===== src/hw/rtl/ces_pkg.sv =====
// Shared types and codes for the coalescing event stack.
// Used by ces_ctrl, ces_datapath and coalescing_event_stack; no dependencies.
package ces_pkg;

	// item operation codes
	localparam logic [1:0] OP_PUSH  = 2'd0;
	localparam logic [1:0] OP_POP   = 2'd1;
	localparam logic [1:0] OP_CLEAR = 2'd2;

	// message kinds
	localparam logic [2:0] MK_ACTION = 3'd0;
	localparam logic [2:0] MK_ROTATE = 3'd1;
	localparam logic [2:0] MK_KEY    = 3'd2;
	localparam logic [2:0] MK_UPDATE = 3'd3;
	localparam logic [2:0] MK_CLOSE  = 3'd4;
	localparam logic [2:0] MK_NONE   = 3'd5;

	localparam logic [7:0]         TYPE_NONACTION = 8'hFF;
	localparam logic signed [31:0] VALUE_NOARG    = 32'sh7FFF_FFFF;

	typedef struct packed {
		logic [1:0]         kind;
		logic [2:0]         msg_kind;
		logic [7:0]         obj_type;
		logic signed [31:0] value;
	} ces_in_t;

	typedef struct packed {
		logic               accepted;
		logic [2:0]         pop_kind;
		logic [7:0]         pop_type;
		logic signed [31:0] pop_value;
		logic [4:0]         fill_count;
	} ces_out_t;

	typedef struct packed {
		logic [2:0]         kind;
		logic [7:0]         obj_type;
		logic signed [31:0] value;
	} ces_entry_t;

	typedef struct packed {
		logic capture;
		logic execute;
	} ces_cmd_t;

	typedef enum logic {
		ST_IDLE,
		ST_EXEC
	} ces_state_t;

endpackage


===== src/hw/rtl/coalescing_event_stack.sv =====
// Top level of the coalescing event stack: controller plus datapath.
// Depends on ces_pkg, ces_ctrl and ces_datapath.
//
// An item is taken when start is high while busy is low; busy then stays high for one
// cycle while the top entry, read from the entry memory at the accept edge, is compared,
// merged or replaced. Exactly one result follows per item, shown on rsp for a single
// cycle with done high, in the first cycle with busy low again; the receiver cannot
// stall it, so it must capture rsp whenever done is high. A new item may be started in
// that same cycle. Clear and reset take effect at once through the fill count; there is
// no clearing pass.
module coalescing_event_stack #(
	parameter int STACK_DEPTH = 16
) (
	input  logic              clk,
	input  logic              arst_n,
	input  logic              start,
	output logic              busy,
	input  ces_pkg::ces_in_t  req,
	output logic              done,
	output ces_pkg::ces_out_t rsp
);
	import ces_pkg::*;

	ces_cmd_t cmd;

	ces_ctrl u_ctrl (
		.clk    (clk),
		.arst_n (arst_n),
		.start  (start),
		.busy   (busy),
		.done   (done),
		.cmd    (cmd)
	);

	ces_datapath #(
		.STACK_DEPTH (STACK_DEPTH)
	) u_datapath (
		.clk    (clk),
		.arst_n (arst_n),
		.cmd    (cmd),
		.req    (req),
		.rsp    (rsp)
	);

endmodule


===== src/hw/rtl/ces_ctrl.sv =====
// Controller for the coalescing event stack: idle/execute sequencing and result strobe.
// Depends on ces_pkg.
module ces_ctrl (
	input  logic              clk,
	input  logic              arst_n,
	input  logic              start,
	output logic              busy,
	output logic              done,
	output ces_pkg::ces_cmd_t cmd
);
	import ces_pkg::*;

	ces_state_t state_q;
	ces_state_t state_nxt;
	logic       done_q;

	always_comb begin
		state_nxt = state_q;
		unique case (state_q)
			ST_IDLE: begin
				if (start) begin
					state_nxt = ST_EXEC;
				end
			end
			ST_EXEC: begin
				state_nxt = ST_IDLE;
			end
			default: begin
				state_nxt = ST_IDLE;
			end
		endcase
	end

	always_comb begin
		cmd.capture = 1'b0;
		cmd.execute = 1'b0;
		busy        = 1'b0;
		unique case (state_q)
			ST_IDLE: begin
				cmd.capture = start;
			end
			ST_EXEC: begin
				cmd.execute = 1'b1;
				busy        = 1'b1;
			end
			default: begin
				busy = 1'b1;
			end
		endcase
	end

	always_ff @(posedge clk or negedge arst_n) begin
		if (!arst_n) begin
			state_q <= ST_IDLE;
			done_q  <= 1'b0;
		end else begin
			state_q <= state_nxt;
			done_q  <= cmd.execute;
		end
	end

	assign done = done_q;

endmodule


===== src/hw/rtl/ces_datapath.sv =====
// Datapath for the coalescing event stack: entry memory, fill count and push/pop logic.
// Depends on ces_pkg.
module ces_datapath #(
	parameter int STACK_DEPTH = 16
) (
	input  logic              clk,
	input  logic              arst_n,
	input  ces_pkg::ces_cmd_t cmd,
	input  ces_pkg::ces_in_t  req,
	output ces_pkg::ces_out_t rsp
);
	import ces_pkg::*;

	localparam int AW = (STACK_DEPTH > 1) ? $clog2(STACK_DEPTH) : 1;
	localparam int CW = $clog2(STACK_DEPTH + 1);

	ces_entry_t mem [STACK_DEPTH];

	ces_in_t    item_q;
	ces_entry_t top_s1;
	logic [CW-1:0] count_q;
	ces_out_t   rsp_q;

	logic [AW-1:0] top_addr;
	logic [AW-1:0] push_addr;
	logic          has_top;
	logic          full;

	logic          wr_en;
	logic [AW-1:0] wr_addr;
	ces_entry_t    wr_data;
	logic [CW-1:0] count_nxt;
	ces_out_t      rsp_nxt;

	assign top_addr  = AW'(count_q - CW'(1));
	assign push_addr = AW'(count_q);
	assign has_top   = (count_q != '0);
	assign full      = (count_q >= CW'(STACK_DEPTH));

	always_comb begin
		wr_en      = 1'b0;
		wr_addr    = push_addr;
		wr_data    = '{kind: item_q.msg_kind, obj_type: TYPE_NONACTION, value: item_q.value};
		count_nxt  = count_q;
		rsp_nxt    = '{accepted: 1'b0, pop_kind: MK_NONE, pop_type: 8'd0,
			pop_value: 32'sd0, fill_count: 5'd0};

		unique case (item_q.kind)
			OP_PUSH: begin
				if (item_q.msg_kind <= MK_CLOSE && !full) begin
					rsp_nxt.accepted = 1'b1;
					unique case (item_q.msg_kind)
						MK_ACTION: begin
							// drop an exact repeat of the top action
							if (!(has_top && top_s1.kind == MK_ACTION &&
								top_s1.obj_type == item_q.obj_type &&
								top_s1.value == item_q.value)) begin
								wr_en            = 1'b1;
								wr_data.obj_type = item_q.obj_type;
							end
						end
						MK_ROTATE: begin
							wr_en = 1'b1;
							if (has_top && top_s1.kind == MK_ROTATE) begin
								// merge into the top rotation, wrapping at 32 bits
								wr_addr       = top_addr;
								wr_data.value = top_s1.value + item_q.value;
							end
						end
						MK_KEY: begin
							wr_en = 1'b1;
						end
						default: begin
							if (!(has_top && top_s1.kind == item_q.msg_kind)) begin
								wr_en         = 1'b1;
								wr_data.value = VALUE_NOARG;
							end
						end
					endcase
					if (wr_en && wr_addr == push_addr) begin
						count_nxt = count_q + CW'(1);
					end
				end
			end
			OP_POP: begin
				if (has_top) begin
					rsp_nxt.pop_kind  = top_s1.kind;
					rsp_nxt.pop_type  = top_s1.obj_type;
					rsp_nxt.pop_value = top_s1.value;
					count_nxt         = count_q - CW'(1);
				end
			end
			OP_CLEAR: begin
				count_nxt = '0;
			end
			default: begin
			end
		endcase

		rsp_nxt.fill_count = 5'(count_nxt);
	end

	// registered read of the current top every cycle
	always_ff @(posedge clk) begin
		top_s1 <= mem[top_addr];
		if (cmd.execute && wr_en) begin
			mem[wr_addr] <= wr_data;
		end
	end

	always_ff @(posedge clk) begin
		if (cmd.capture) begin
			item_q <= req;
		end
		if (cmd.execute) begin
			rsp_q <= rsp_nxt;
		end
	end

	always_ff @(posedge clk or negedge arst_n) begin
		if (!arst_n) begin
			count_q <= '0;
		end else if (cmd.execute) begin
			count_q <= count_nxt;
		end
	end

	assign rsp = rsp_q;

endmodule

===== config.mk =====
export PLATFORM = sky130hd
export DESIGN_NAME = coalescing_event_stack
export DESIGN_NICKNAME = d
export VERILOG_FILES = /design/src/hw/rtl/ces_pkg.sv /design/src/hw/rtl/coalescing_event_stack.sv /design/src/hw/rtl/ces_ctrl.sv /design/src/hw/rtl/ces_datapath.sv
export SDC_FILE = /design/constraint.sdc
export NUM_CORES = 1
export LEC_CHECK = 0
export BUFFER_PORTS_ARGS = -buffer_cell sky130_fd_sc_hd__buf_2
export CAP_MARGIN = 10
export CELL_PAD_IN_SITES_DETAIL_PLACEMENT = 1
export CELL_PAD_IN_SITES_GLOBAL_PLACEMENT = 2
export CORE_MARGIN = 3
export CORE_UTILIZATION = 49
export DETAILED_ROUTE_END_ITERATION = 16
export GPL_ROUTABILITY_DRIVEN = 0
export HOLD_SLACK_MARGIN = 0.15
export PLACE_DENSITY = 0.84
export SLEW_MARGIN = 0
export SYNTH_ARGS = -nofsm -noshare
export SYNTH_HDL_FRONTEND = slang
export SYNTH_SLANG_ARGS = --single-unit

===== constraint.sdc =====
create_clock -name clk -period 5.9 [get_ports clk]
set_input_delay 0.885 -clock clk [delete_from_list [all_inputs] [get_ports clk]]
set_output_delay 0.885 -clock clk [all_outputs]
set_load 0.02 [all_outputs]

After elaboration in Yosys (flattened, before gate mapping)
Memories as Yosys holds them, arrays and structs flattened. A register that Yosys moved wholly into a read port is not among the register bits.
Cells that the tools add are included.
{"block": "word_totals", "regBits": 101, "mem_bits_rw": 688, "out_inout_bits": 51, "elab_cells": 75, "memories": 1}
{"block": "op_classes", "n_addsub": 3, "order_cmp": 2, "n_eq_ne": 9, "mux": 31, "n_bitwise": 1, "reduce_logical": 16}
{"memory": "u_datapath.mem", "words": 16, "word_bits": 43, "read_ports": 1, "rd_ports_with_merged_regs": 1, "write_ports": 1, "line": "ces_datapath.sv:17", "rtl": "ces_entry_t mem [STACK_DEPTH];"}
{"op": "40-bit two-way mux", "count": 2}
{"op": "32-bit two-way mux", "count": 2}
{"op": "32-bit one-hot mux with 2 select lines", "count": 1}
{"op": "32-bit adder", "count": 1}
{"op": "32-bit == test", "count": 1}
{"op": "4-bit two-way mux", "count": 6}
{"op": "8-bit two-way mux", "count": 2}
{"op": "5-bit two-way mux", "count": 3}
{"op": "5-bit one-hot mux with 3 select lines", "count": 1}
{"op": "1-bit two-way mux", "count": 12}
{"op": "8-bit == test", "count": 1}
{"op": "1-bit logical AND", "count": 8}
{"op": "3-bit by 1-bit == test with 1-bit output (second input constant)", "count": 2}
{"op": "3-bit logical NOT", "count": 2}
{"op": "5-bit by 1-bit adder with 5-bit output (second input constant)", "count": 1}
{"op": "5-bit greater-or-equal comparator (second input constant)", "count": 1}
{"op": "5-bit nonzero test", "count": 1}
{"op": "5-bit by 1-bit subtractor with 5-bit output (second input constant)", "count": 1}
{"op": "4-bit == test", "count": 1}
{"op": "1-bit one-hot mux with 2 select lines", "count": 2}
{"op": "2-bit OR reduction", "count": 2}
{"op": "3-bit by 2-bit == test with 1-bit output (second input constant)", "count": 1}
{"op": "3-bit == test", "count": 1}
{"op": "3-bit <= comparator (second input constant)", "count": 1}
{"op": "other kinds (6)", "count": 6}

Depth between registers and ports, before layout
{"block": "depth", "depth_word": 13, "depth_mapped": 16, "mapped_depth_nobuf": 12}

Cells and area by module
From an unflattened synthesis, not the netlist that was laid out.
{"block": "hier_totals", "hier_cells": 1634, "hier_area_um2": 32850.3}
{"mod": "ces_datapath", "n_inst": 1, "cells_per_inst": 1629, "area_per_inst_um2": 32771.4, "seq_area_each_um2": 24468.5}
{"mod": "ces_ctrl", "n_inst": 1, "cells_per_inst": 5, "area_per_inst_um2": 78.8, "seq_area_each_um2": 50.0}

Worst setup path before layout
Ideal clock, no wire load.
{"block": "synth_path", "path_kind": "reg-to-reg", "start": "reg u_datapath.count_q[0]", "end": "mem u_datapath.mem[0][0] (netlist bit) (enable)", "setup_ns": 0.444, "arrival_ns": 4.717, "t_required_ns": 5.456, "setup_slack_ns": 0.739, "stages_incl_launch_ff": 15, "n_path_buf": 4, "period_less_slack_ns": 5.161, "path_cell_list": "dfrtp_1 > clkbuf_1 > buf_2 > buf_2 > clkbuf_1 > inv_1 > ha_1 > nor4b_4 > or3_4 > nor2_1 > nand2_2 > or3_1 > o21ai_0 > o21ai_1 > nor2_1"}
{"block": "synth_between", "elab_chain_len": 13, "elab_cells_between_ends": 26}
{"item": "from (decl)", "line": "ces_datapath.sv:21", "rtl": "logic [CW-1:0] count_q;"}
{"item": "from (signal assigned)", "line": "ces_datapath.sv:124", "rtl": "count_q <= count_nxt;"}
{"item": "5-bit nonzero test", "line": "ces_datapath.sv:37", "rtl": "assign has_top = (count_q != '0);"}
{"item": "1-bit logical AND (2 in series)", "line": "ces_datapath.sv:55", "rtl": "if (!(has_top && top_s1.kind == MK_ACTION &&"}
{"item": "1-bit logical AND", "line": "ces_datapath.sv:56", "rtl": "top_s1.obj_type == item_q.obj_type &&"}
{"item": "1-bit two-way mux", "line": "ces_datapath.sv:55"}
{"item": "1-bit one-hot mux with 2 select lines", "line": "ces_datapath.sv:52", "rtl": "unique case (item_q.msg_kind)"}
{"item": "1-bit two-way mux", "line": "ces_datapath.sv:50", "rtl": "if (item_q.msg_kind <= MK_CLOSE && !full) begin"}
{"item": "1-bit two-way mux", "line": "ces_datapath.sv:48", "rtl": "unique case (item_q.kind)"}
{"item": "1-bit two-way mux", "line": "ces_datapath.sv:50"}
{"item": "1-bit two-way mux", "line": "ces_datapath.sv:48"}
{"item": "1-bit logical AND", "line": "ces_datapath.sv:106", "rtl": "if (cmd.execute && wr_en) begin"}
{"item": "1-bit two-way mux", "line": "ces_datapath.sv:106"}
{"item": "1-bit two-way mux (implied by the code)", "line": "ces_datapath.sv:107", "rtl": "mem[wr_addr] <= wr_data;"}
{"item": "to (decl)", "line": "ces_datapath.sv:17"}
Several ways; a longest one is shown, not always the timed one. The select of a mux whose other input is x is not followed.

Final worst setup path
{"block": "layout_path", "start": "reg u_datapath.count_q[0]", "end": "mem u_datapath.mem[12][32] (netlist bit) (enable)"}
The elaborated chain is that of the path after synthesis.

==> flow_metrics.py <==
metrics = {
    "outcome": {
        "status": "finished, final reports clean",
    },
    "sta": {
        "hold_ws_ps": 421,
        "fin_crit_ps": 5030,
        "final.setup.tns_ps": 0,
        "max_freq_mhz": 199,
        "max-slew-margin-rel": 0.141,
        "min_period_over_period": 0.853,
        "slew_viol_final": 0,
        "fin_skew_ps": 31.0,
        "setup_ws_ps": 866,
        "finalSetupViolCount": 0,
        "hold_viol": 0,
        "worst_pin_slew_ps": 1290,
        "rsz0062_at_grt": "false",
    },
    "placement": {
        "hpwl_mm": 48.9,
        "portBuffers": 98,
        "pre_cts_ws_ps": 715,
        "dp.cells": 2551,
    },
    "power": {
        "powerDensity_mw_per_mm2": 491,
        "power.share.clock": 0.292,
        "switchingPower_mw": 5.70,
        "intPower_mw": 12.9,
        "vdd_drop_max_mv": 0.289,
        "netSwitchingFraction": 0.307,
        "pwr-share-comb": 0.321,
        "p_seq_frac": 0.387,
        "leakagePower_nw": 12.4,
    },
    "critical_path": {
        "crit_chain": "inv_1, ha_4, nor4b_4, or4_4, nor2_4, nand2_1, nor3_1, a31oi_1, nor2_4, buf_12",
        "criticalPathCategory": "register to register",
        "slowest_stage": "nor2_4",
        "cp-start-kind": "register",
        "timing.rr.start": "u_datapath.count_q[0]",
        "reg2reg_slack_ps": 870,
        "cp_top_family": "simple AND/OR/NAND/NOR gates",
        "required_ps": 6210,
        "end_kind": "register",
        "crit_top_cell": "nor2_4",
        "startpoint": "u_datapath.count_q[0]",
        "path_max_fanout": 40,
        "crit_arrival_ps": 5340,
        "cpPeakStageDelay_ps": 880,
        "path_buf_inv": 2,
    },
    "drt": {
        "via_per_inst": 6.21,
        "wl_per_cell_um": 30.4,
        "route.detailed.drc": 0,
        "dr.pass1.iters": 5,
        "ant_nets": 0,
        "wl_mm": 82.7,
        "vias": 16914,
        "first_iter_violations": 1935,
    },
    "die": {
        "die_area_sq_mm": 0.0706,
        "ioPinCount": 99,
        "die_h_um": 266,
        "die_x_um": 266,
        "start_util": 0.498,
        "rows": 94,
        "core_area_sq_mm": 0.0663,
    },
    "logic_synthesis": {
        "synth_edf_count": 782,
        "synthesis.nets": 1716,
        "synth_top_cell_by_area": "edfxtp_1",
        "netlist_instances": 1633,
        "synth_ff_type": "edfxtp_1",
        "synthDistinctLibCells": 75,
        "ys_seq_area_frac": 0.742,
        "syn_area_per_cell_sq_um": 20.2,
        "synth.area.top_cells": "edfxtp_1 (71%), mux4_2 (15%), dfxtp_1 (2.6%)",
        "yosysWarnings": 0,
        "ys_ff_latch": 832,
        "async_reset_ff_frac": 0.00841,
        "yosysTopAreaCellShare": 0.710,
        "syn-cell-area_sq_mm": 0.0331,
    },
    "cells_and_area": {
        "synthToLayoutAreaGrowth_pct": 14.4,
        "layout.cells.non_filler": 2724,
        "utilization": 0.570,
        "insertedDiodeCount": 0,
        "nets": 1871,
        "multiInputGateArea_sq_mm": 0.00829,
        "fill_cells": 5750,
        "layout_common_cells": "edfxtp_1 (782), mux4_2 (215), buf_2 (99), clkbuf_16 (87), a21oi_1 (50)",
        "regArea_sq_mm": 0.0245,
        "drive_above_1_share": 0.292,
        "final_common_cell": "edfxtp_1",
    },
    "global_routing": {
        "grt_util_met3": 0.0465,
        "grt_usage": 0.238,
        "grt-ovfl-total": 0,
        "grt_first_pass_wirelength_mm": 122,
        "antenna_found_initial": 2,
        "grt_use_met2": 0.391,
        "grt_pass1_vias": 17831,
        "met1_usage": 0.333,
        "grt_max_degree": 102,
        "busiest_layer": "met2",
    },
    "clocking": {
        "cts_htree_levels": 3,
        "cts_tree": "done",
        "cts_buffers": 85,
        "root_buffer": "clkbuf_16",
        "cts.sinks": 832,
        "clock_path_buffers": 3,
        "clock_latency_ps": 640,
        "clk_pin_slew_ps": 60,
    },
    "run": {
        "drv_cap": 0,
    },
    "hold_path": {
        "hp-start": "req[25]",
        "hold_path_class": "primary input to register",
    },
}
layer usage:
layer	vias up	wire (um)	part of all wire
met1	9021	33700	0.41
met4	0	1830	0.022
met5	-	0	0
li1	7051	-	-
met2	719	41200	0.50
met3	123	6010	0.073
path summary, 6_finish.rpt:
kind / endpoint / cells after the start
hold / removal: u_datapath.item_q[25] / 1
hold reg to reg: u_datapath.rsp[5] / 1
min in group asynchronous: u_ctrl.state_q / 2
setup reg to reg: u_datapath.mem[12][32] / 10
max in group asynchronous: u_datapath.count_q[0] / 2
setup / recovery: u_datapath.mem[12][32] / 10
through the flow:
| step | area, sq um | power (mW) |
|---|---|---|
| after global routing | 37800 | 19.4 |
| after CTS | 37700 | 18.7 |
| after global placement | 34900 | 13.1 |
| after floorplan | 33100 | 11.5 |
| after detailed placement | 34900 | 13.2 |
| final | 37800 | 18.6 |
flip-flops by register name, indices dropped and copies added, names as in the netlist:
name / flops
u_datapath.rsp: 49
u_datapath.top_s1: 43
u_ctrl.state_q: 1
u_datapath.count_q: 5
u_ctrl.done: 1
u_datapath.item_q: 45
u_datapath.mem: 688
power by group through the flow:
stage          Clock, mW  Combinational, mW  Sequential, mW
2_1_floorplan          0               4.38            7.12
3_3_place_gp           0               5.82            7.28
3_5_place_dp           0               5.93            7.30
4_1_cts             5.52               6.02            7.18
5_1_grt             5.78               6.36            7.21
6_report            5.43               5.97            7.18
worst reg2reg max path: cells and delay by family (launching register included):
kind                       cells  cell delay, ps
AOI/OAI and AO/OA              1             200
DFF                            1             850
and+or+nand+nor                6            2730
adders and majority gates      1             240
buffers and inverters          2             680
synth_stat cells (all sizes together), types with 7 or more instances:
cell,n
edfxtp,782
mux4,215
nor2,59
clkbuf,53
a21oi,51
and2,46
dfxtp,43
nand2,43
ha,34
o21ai,27
buf,26
xnor2,22
inv,21
xor2,19
nand2b,18
nor3,18
nand3,17
a21o,16
nor4,13
a31oi,10
dfrtp,7
or3,7
cell families (layout without fill, tap and decap cells):
family,after synthesis,count (layout),synth area share
AOI/OAI and AO/OA,159,159,0.0337
xor gates and xnor gates,41,41,0.0109
adders and majority gates,35,35,0.0135
buffers and inverters,100,327,0.0128
DFF,832,832,0.742
muxes,217,217,0.147
and+or+nand+nor,249,249,0.0404
final cells by class:
cell class / instances / share of cell area
Tap cell: 864 / 0.0286
Clock buffer: 114 / 0.0621
Timing Repair Buffer: 147 / 0.0264
Clock inverter: 45 / 0.0128
Sequential cell: 832 / 0.649
Inverter: 21 / 0.00208
Multi-Input combinational cell: 701 / 0.219
timing repair:
action,in CTS,in global routing
hold endpoints to repair,7,0
hold buffers,1,0
gates resized for setup,0,0
setup buffers,0,0
No activity file was read; power rests on OpenSTA's default activity.
